## src/hw/rtl/rsd_pkg.sv

```systemverilog
package rsd_pkg;

  localparam logic [15:0] FRAME_PIXELS_RESET = 16'd64000;
  localparam int unsigned QUEUE_DEPTH_DEFAULT = 4;

  localparam logic [7:0]  BYTE_SIGN_MASK = 8'h7f;
  localparam logic [15:0] WORD_SIGN_MASK = 16'h7fff;
  localparam logic [15:0] LONG_RUN_BIT   = 16'h4000;
  localparam logic [7:0]  LONG_OPCODE    = 8'h80;

  typedef enum logic [1:0] {
    KIND_LITERAL = 2'd0,
    KIND_FILL    = 2'd1,
    KIND_SKIP    = 2'd2,
    KIND_END     = 2'd3
  } kind_t;

  // One entry between the parser and the pixel tracker. An entry may carry
  // only a frame start, only a command, or both.
  typedef struct packed {
    logic        start;
    logic        has_cmd;
    kind_t       kind;
    logic [7:0]  value;
    logic [14:0] count;
  } cmd_t;

endpackage

```

## src/hw/rtl/run_skip_dump_frame_decoder_core.sv

```systemverilog
// A byte that yields a result passes the parser queue and then the output
// register before it shows on the output. Throughput: one byte per cycle
// while byte_stall is low, set by the parser and tracker; the four-entry
// queue absorbs short output stalls without stopping input.
// Reset (rst, synchronous): no frame active, queue empty, frame size 64000.
module run_skip_dump_frame_decoder_core
  import rsd_pkg::*;
#(
  parameter int unsigned QUEUE_DEPTH = QUEUE_DEPTH_DEFAULT
) (
  input  logic        clk,
  input  logic        rst,
  input  logic        cfg_valid,
  output logic        cfg_ready,
  input  logic [15:0] frame_pixels,
  input  logic        byte_valid,
  output logic        byte_stall,
  input  logic [7:0]  data_byte,
  input  logic        frame_start,
  output logic        op_valid,
  input  logic        op_stall,
  output logic [1:0]  op_kind,
  output logic [15:0] position,
  output logic [7:0]  pixel_value,
  output logic [14:0] pixel_count,
  output logic        frame_done
);

  logic [15:0] frame_size;
  logic        accept, push, full, pop, head_valid;
  cmd_t        cmd, head;

  assign cfg_ready  = 1'b1;
  assign byte_stall = full;
  assign accept     = byte_valid && !full;

  always_ff @(posedge clk) begin
    if (rst) begin
      frame_size <= FRAME_PIXELS_RESET;
    end else if (cfg_valid && cfg_ready) begin
      frame_size <= frame_pixels;
    end
  end

  rsd_front u_front (
    .clk        (clk),
    .rst        (rst),
    .accept     (accept),
    .data_byte  (data_byte),
    .frame_start(frame_start),
    .push       (push),
    .cmd        (cmd)
  );

  rsd_queue #(
    .DEPTH(QUEUE_DEPTH)
  ) u_queue (
    .clk       (clk),
    .rst       (rst),
    .push      (push),
    .push_data (cmd),
    .full      (full),
    .pop       (pop),
    .head_valid(head_valid),
    .head      (head)
  );

  rsd_back u_back (
    .clk        (clk),
    .rst        (rst),
    .frame_size (frame_size),
    .head_valid (head_valid),
    .head       (head),
    .pop        (pop),
    .op_valid   (op_valid),
    .op_stall   (op_stall),
    .op_kind    (op_kind),
    .position   (position),
    .pixel_value(pixel_value),
    .pixel_count(pixel_count),
    .frame_done (frame_done)
  );

endmodule

```

## src/hw/rtl/rsd_front.sv

```systemverilog
module rsd_front
  import rsd_pkg::*;
(
  input  logic       clk,
  input  logic       rst,
  input  logic       accept,
  input  logic [7:0] data_byte,
  input  logic       frame_start,
  output logic       push,
  output cmd_t       cmd
);

  typedef enum logic [2:0] {
    PH_OPCODE,
    PH_DUMP,
    PH_RUNCOUNT,
    PH_RUNVALUE,
    PH_WORDLOW,
    PH_WORDHIGH,
    PH_IDLE
  } phase_t;

  phase_t      phase, phase_cur, phase_next;
  logic [14:0] pending, pending_next;
  logic [7:0]  word_low, word_low_next;
  logic [15:0] word;
  logic [15:0] word_masked;
  logic [14:0] pending_dec;

  assign phase_cur   = frame_start ? PH_OPCODE : phase;
  assign word        = {data_byte, word_low};
  assign word_masked = word & WORD_SIGN_MASK;
  assign pending_dec = pending - 15'd1;

  always_comb begin
    phase_next    = phase_cur;
    pending_next  = pending;
    word_low_next = word_low;
    cmd.start     = frame_start;
    cmd.has_cmd   = 1'b0;
    cmd.kind      = KIND_SKIP;
    cmd.value     = 8'd0;
    cmd.count     = 15'd0;
    case (phase_cur)
      PH_OPCODE: begin
        if (data_byte == 8'd0) begin
          phase_next = PH_RUNCOUNT;
        end else if (data_byte < LONG_OPCODE) begin
          pending_next = {7'd0, data_byte};
          phase_next   = PH_DUMP;
        end else if (data_byte == LONG_OPCODE) begin
          phase_next = PH_WORDLOW;
        end else begin
          cmd.has_cmd = 1'b1;
          cmd.kind    = KIND_SKIP;
          cmd.count   = {7'd0, data_byte & BYTE_SIGN_MASK};
        end
      end
      PH_DUMP: begin
        pending_next = pending_dec;
        if (pending_dec == 15'd0) begin
          phase_next = PH_OPCODE;
        end
        cmd.has_cmd = 1'b1;
        cmd.kind    = KIND_LITERAL;
        cmd.value   = data_byte;
        cmd.count   = 15'd1;
      end
      PH_RUNCOUNT: begin
        pending_next = {7'd0, data_byte};
        phase_next   = PH_RUNVALUE;
      end
      PH_RUNVALUE: begin
        phase_next  = PH_OPCODE;
        cmd.has_cmd = 1'b1;
        cmd.kind    = KIND_FILL;
        cmd.value   = data_byte;
        cmd.count   = pending;
      end
      PH_WORDLOW: begin
        word_low_next = data_byte;
        phase_next    = PH_WORDHIGH;
      end
      PH_WORDHIGH: begin
        phase_next = PH_OPCODE;
        if (word == 16'd0) begin
          cmd.has_cmd = 1'b1;
          cmd.kind    = KIND_END;
          phase_next  = PH_IDLE;
        end else if (!word[15]) begin
          cmd.has_cmd = 1'b1;
          cmd.kind    = KIND_SKIP;
          cmd.count   = word[14:0];
        end else if (word_masked >= LONG_RUN_BIT) begin
          pending_next = {1'b0, word_masked[13:0]};
          phase_next   = PH_RUNVALUE;
        end else begin
          pending_next = {1'b0, word_masked[13:0]};
          phase_next   = (word_masked[13:0] != 14'd0) ? PH_DUMP : PH_OPCODE;
        end
      end
      default: begin
        phase_next = PH_IDLE;
      end
    endcase
  end

  assign push = accept && (frame_start || cmd.has_cmd);

  always_ff @(posedge clk) begin
    if (rst) begin
      phase    <= PH_IDLE;
      pending  <= 15'd0;
      word_low <= 8'd0;
    end else if (accept) begin
      phase    <= phase_next;
      pending  <= pending_next;
      word_low <= word_low_next;
    end
  end

endmodule

```

## src/hw/rtl/rsd_queue.sv

```systemverilog
module rsd_queue
  import rsd_pkg::*;
#(
  parameter int unsigned DEPTH = QUEUE_DEPTH_DEFAULT
) (
  input  logic clk,
  input  logic rst,
  input  logic push,
  input  cmd_t push_data,
  output logic full,
  input  logic pop,
  output logic head_valid,
  output cmd_t head
);

  localparam int unsigned PW = $clog2(DEPTH);
  localparam int unsigned CW = $clog2(DEPTH + 1);

  cmd_t          entries [DEPTH];
  logic [PW-1:0] wr_ptr, rd_ptr;
  logic [CW-1:0] fill;

  assign full       = (fill == CW'(DEPTH));
  assign head_valid = (fill != '0);
  assign head       = entries[rd_ptr];

  always_ff @(posedge clk) begin
    if (push) begin
      entries[wr_ptr] <= push_data;
    end
  end

  always_ff @(posedge clk) begin
    if (rst) begin
      wr_ptr <= '0;
      rd_ptr <= '0;
      fill   <= '0;
    end else begin
      if (push) begin
        wr_ptr <= (wr_ptr == PW'(DEPTH - 1)) ? '0 : wr_ptr + 1'b1;
      end
      if (pop) begin
        rd_ptr <= (rd_ptr == PW'(DEPTH - 1)) ? '0 : rd_ptr + 1'b1;
      end
      if (push && !pop) begin
        fill <= fill + 1'b1;
      end else if (pop && !push) begin
        fill <= fill - 1'b1;
      end
    end
  end

endmodule

```

## src/hw/rtl/rsd_back.sv

```systemverilog
module rsd_back
  import rsd_pkg::*;
(
  input  logic        clk,
  input  logic        rst,
  input  logic [15:0] frame_size,
  input  logic        head_valid,
  input  cmd_t        head,
  output logic        pop,
  output logic        op_valid,
  input  logic        op_stall,
  output logic [1:0]  op_kind,
  output logic [15:0] position,
  output logic [7:0]  pixel_value,
  output logic [14:0] pixel_count,
  output logic        frame_done
);

  logic        active, active_next;
  logic [15:0] pixels_left, pixels_left_next;
  logic [15:0] write_position, write_position_next;
  logic [15:0] left_cur, pos_cur, count_ext, clamped, left_after;
  logic        active_cur, is_end, emit;

  assign left_cur   = head.start ? frame_size : pixels_left;
  assign active_cur = head.start ? (frame_size != 16'd0) : active;
  assign pos_cur    = head.start ? 16'd0 : write_position;
  assign count_ext  = {1'b0, head.count};
  assign clamped    = (count_ext < left_cur) ? count_ext : left_cur;
  assign left_after = left_cur - clamped;
  assign is_end     = (head.kind == KIND_END);

  // Commands that arrive after the frame has finished are dropped here,
  // since the parser cannot see the pixel budget.
  assign emit = head.has_cmd && active_cur && (is_end || clamped != 16'd0);

  always_comb begin
    active_next         = active_cur;
    pixels_left_next    = left_cur;
    write_position_next = pos_cur;
    if (emit) begin
      if (is_end) begin
        active_next = 1'b0;
      end else begin
        pixels_left_next    = left_after;
        write_position_next = pos_cur + clamped;
        active_next         = (left_after != 16'd0);
      end
    end
  end

  assign pop = head_valid && (!op_valid || !op_stall);

  always_ff @(posedge clk) begin
    if (rst) begin
      active         <= 1'b0;
      pixels_left    <= 16'd0;
      write_position <= 16'd0;
      op_valid       <= 1'b0;
    end else begin
      if (pop) begin
        active         <= active_next;
        pixels_left    <= pixels_left_next;
        write_position <= write_position_next;
        op_valid       <= emit;
      end else if (!op_stall) begin
        op_valid <= 1'b0;
      end
    end
  end

  always_ff @(posedge clk) begin
    if (pop && emit) begin
      op_kind     <= head.kind;
      position    <= pos_cur;
      pixel_value <= head.value;
      pixel_count <= is_end ? 15'd0 : clamped[14:0];
      frame_done  <= is_end || (left_after == 16'd0);
    end
  end

endmodule

```

## config.mk

```make
export PLATFORM = sky130hd
export DESIGN_NAME = run_skip_dump_frame_decoder_core
export DESIGN_NICKNAME = d
export VERILOG_FILES = /design/src/hw/rtl/rsd_pkg.sv /design/src/hw/rtl/run_skip_dump_frame_decoder_core.sv /design/src/hw/rtl/rsd_front.sv /design/src/hw/rtl/rsd_queue.sv /design/src/hw/rtl/rsd_back.sv
export SDC_FILE = /design/constraint.sdc
export NUM_CORES = 1
export LEC_CHECK = 0
export ABC_AREA = 1
export BUFFER_PORTS_ARGS = -buffer_cell sky130_fd_sc_hd__buf_2
export CAP_MARGIN = 0
export CORE_ASPECT_RATIO = 1.5
export CORE_MARGIN = 2
export CORE_UTILIZATION = 40
export DETAILED_ROUTE_END_ITERATION = 8
export GPL_TIMING_DRIVEN = 0
export PLACE_DENSITY = 0.55
export SLEW_MARGIN = 0
export SYNTH_ARGS = -nofsm -noshare
export SYNTH_HDL_FRONTEND = slang
export SYNTH_HIERARCHICAL = 1
export SYNTH_SLANG_ARGS = --single-unit
```

## constraint.sdc

```tcl
create_clock -name clk -period 6.1 [get_ports clk]
set_input_delay 0.305 -clock clk [delete_from_list [all_inputs] [get_ports clk]]
set_output_delay 0.305 -clock clk [all_outputs]
set_load 0.02 [all_outputs]
```

==> results.toml <==
[synth]
syn_area_sq_mm = 0.0130
netlist_instances = 1571
yosysSeqAreaShare = 0.476
synth_nets = 1656
synth_edf_count = 150
synth.distinct_cells = 53
synth.avg_cell_area_sq_um = 8.29
ys.flop_type = "edfxtp_1"
ys_warn_count = 6
yosys_register_bits = 235
ys_async_sr_fraction = 0

[setup_path]
cp-start-kind = "flop"
worstSetupEndpointType = "flop"
slowest_stage = "fa_1"
crit_required_ns = 6.53
r2r_slack_ns = 0.37
crit_path_frequent_cell = "nand2_1"
reg2reg_to = "u_back/active"
cp.arrival_ns = 6.17
slowest_delay_ns = 0.42
critPathKind = "reg2reg"
crit_path_max_fanout = 12
critPathBufInv = 7
ff2ff_path_depth = 33
crit_family = "simple AND/OR/NAND/NOR gates"
cp_num_cells = 33

[placement]
hpwl_um = 29800
port_buffers = 71
dp_slack_ns = -0.293
placed_cells = 2052
place.gp.congestion = 0.927

[sta]
whs_ns = 0.0524
rsz0062_at_grt = "no"
slew_violations = 0
hold_viol_final = 0
fin_crit_ns = 5.73
fin_skew_ns = 0.0175
setup_violations = 0
max_freq_mhz = 174
max_slew_margin = 0.147
finalWorstSetupSlack_ns = 0.367
fin_crit_sh = 0.940
tightest_slew_ns = 1.28

[floorplanning]
initial_core_util = 0.408
die_area_sq_mm = 0.0341
io_pins = 75
core-area_sq_mm = 0.0319
fp.dieW_um = 151
rows = 80
die_y_um = 225

[clocking]
cts_num_sinks = 235
root_buffer = "clkbuf_16"
clk_latency_ns = 0.54
clk_pin_slew_worst_paths_ns = 0.06
cts.path.max_buffers = 3
cts_buffers = 25
cts_tree = "done"
htreeDepth = 1

[cells_and_area]
fin_cells = 2108
antenna_cells = 0
nets = 1765
mostFrequentLayoutCells = "nand2_1 (330), nor2_1 (191), inv_1 (160)"
final_common_cell = "nand2_1"
syn2layout_area_growth_pct = 14.4
drive_gt1_frac = 0.138
fin_util = 0.467

[global_routing]
grt_overflow = 0
antenna_found_initial = 0
grt_usage = 0.231
grt_pass1_wl_um = 59400
first_global_vias = 11000
grt_max_degree = 47

[outcome]
status = "completed"

[worst_hold_path]
hold-path-endpoint = "u_back/op_valid"
hold_path.class = "in2reg"
hold_depth = 3
hp-start = "op_stall"

[detailed_routing]
drt-pass1-iter-count = 6
detail_route.wl_per_cell_um = 18.6
remaining_drc_errors = 0
via_per_inst = 5.25
drt_iter0_markers = 543
vias = 11100
ant_nets = 0
wl_um = 39300

[run]
max-cap-violations = 0
## layout make-up
cell class / count / area (sq um)
flip-flops and latches: 235 / 6210
inverters: 177 / 682
well taps: 410 / 513
clock buffers: 29 / 651
clock inverters: 16 / 198
repair buffers: 83 / 473
plain buffers: 67 / 463
multi-input cells: 1091 / 5710
fillers: 3163 / 17000
## worst min-delay path: stages
cell and delay, ns:
buf_2 0.09, nand2_1 0.07, a21oi_1 0.06
## logic make-up (layout without fill, tap and decap cells)
logic type	after synthesis	in the layout	share of synthesized area
flops	235	235	0.476
fa+ha+maj	55	55	0.0545
compound gates	307	307	0.131
buf+inv	245	372	0.0879
simple gates	705	705	0.234
other cells	1	1	0.000288
xor+xnor	23	23	0.0155
## per-layer routing
layer / GRT usage / wire length, um / vias up
li1: - / - / 5486
met1: 0.231 / 13900 / 5166
met2: 0.442 / 21400 / 302
met3: 0.0231 / 1340 / 119
met4: 0.149 / 2700 / 0
met5: 0 / 0 / -
## state kept, by name (all words and copies together), names as in the netlist, 3 cells and up, named ones only
name,count
u_queue/entries,108
u_front/phase,3
u_queue/fill,3
u_back/pixel_value,8
u_back/pixels_left,16
u_back/pixel_count,15
u_front/word_low,8
u_back/position,16
frame_size,16
u_back/write_position,16
u_front/pending,15
## how the worst max path moves through the flow
| stage | slack [ns] | end |
|---|---|---|
| finish | 0.37 | u_back/active |
| floorplan | 1.34 | u_back/active |
| CTS | 0.05 | u_back/active |
| detailed placement | -0.29 | u_back/active |
| global route | 0.02 | u_back/active |
| global placement | -0.26 | u_back/active |
## cells in the mapped netlist, types with 6 or more instances
| library cell | n | area [sq um] |
|---|---|---|
| nand3b_1 | 6 | 45.0 |
| a21oi_1 | 93 | 465 |
| ha_1 | 52 | 651 |
| nor2_1 | 191 | 717 |
| inv_1 | 161 | 604 |
| o221ai_1 | 9 | 78.8 |
| nand4_1 | 17 | 106 |
| nand2_1 | 330 | 1240 |
| nor2_2 | 8 | 50.1 |
| nand3_1 | 92 | 460 |
| buf_6 | 21 | 236 |
| nor3_1 | 9 | 45.0 |
| xor2_1 | 19 | 166 |
| o21ai_1 | 24 | 120 |
| o21ai_0 | 118 | 591 |
| o22ai_1 | 34 | 213 |
| or2_1 | 8 | 50.1 |
| nand2_2 | 26 | 163 |
| dfxtp_1 | 85 | 1700 |
| clkbuf_1 | 23 | 86.3 |
| buf_2 | 13 | 65.1 |
| inv_2 | 11 | 41.3 |
| edfxtp_1 | 150 | 4500 |
## per-stage QoR
stage                     instance area [sq um]  setup TNS, ns
after floorplan                           13000              0
after global placement                    13900         -0.400
after detailed placement                  13900         -0.555
after CTS                                 14800              0
after global routing                      14900              0
final                                     14900              0
## timing repair
item | in CTS | in global routing
hold buffers | 6 | 0
setup buffers | 1 | 4
endpoints found under the hold margin | 6 | 0
pin swaps | 1 | 4
endpoints found under the setup margin | 4 | 8
gates cloned | 0 | 0
resized for setup | 5 | 9
Power is left out: the tool's default activity adds up to more than one toggle a clock period on the data nets, which glitch-free logic cannot reach.
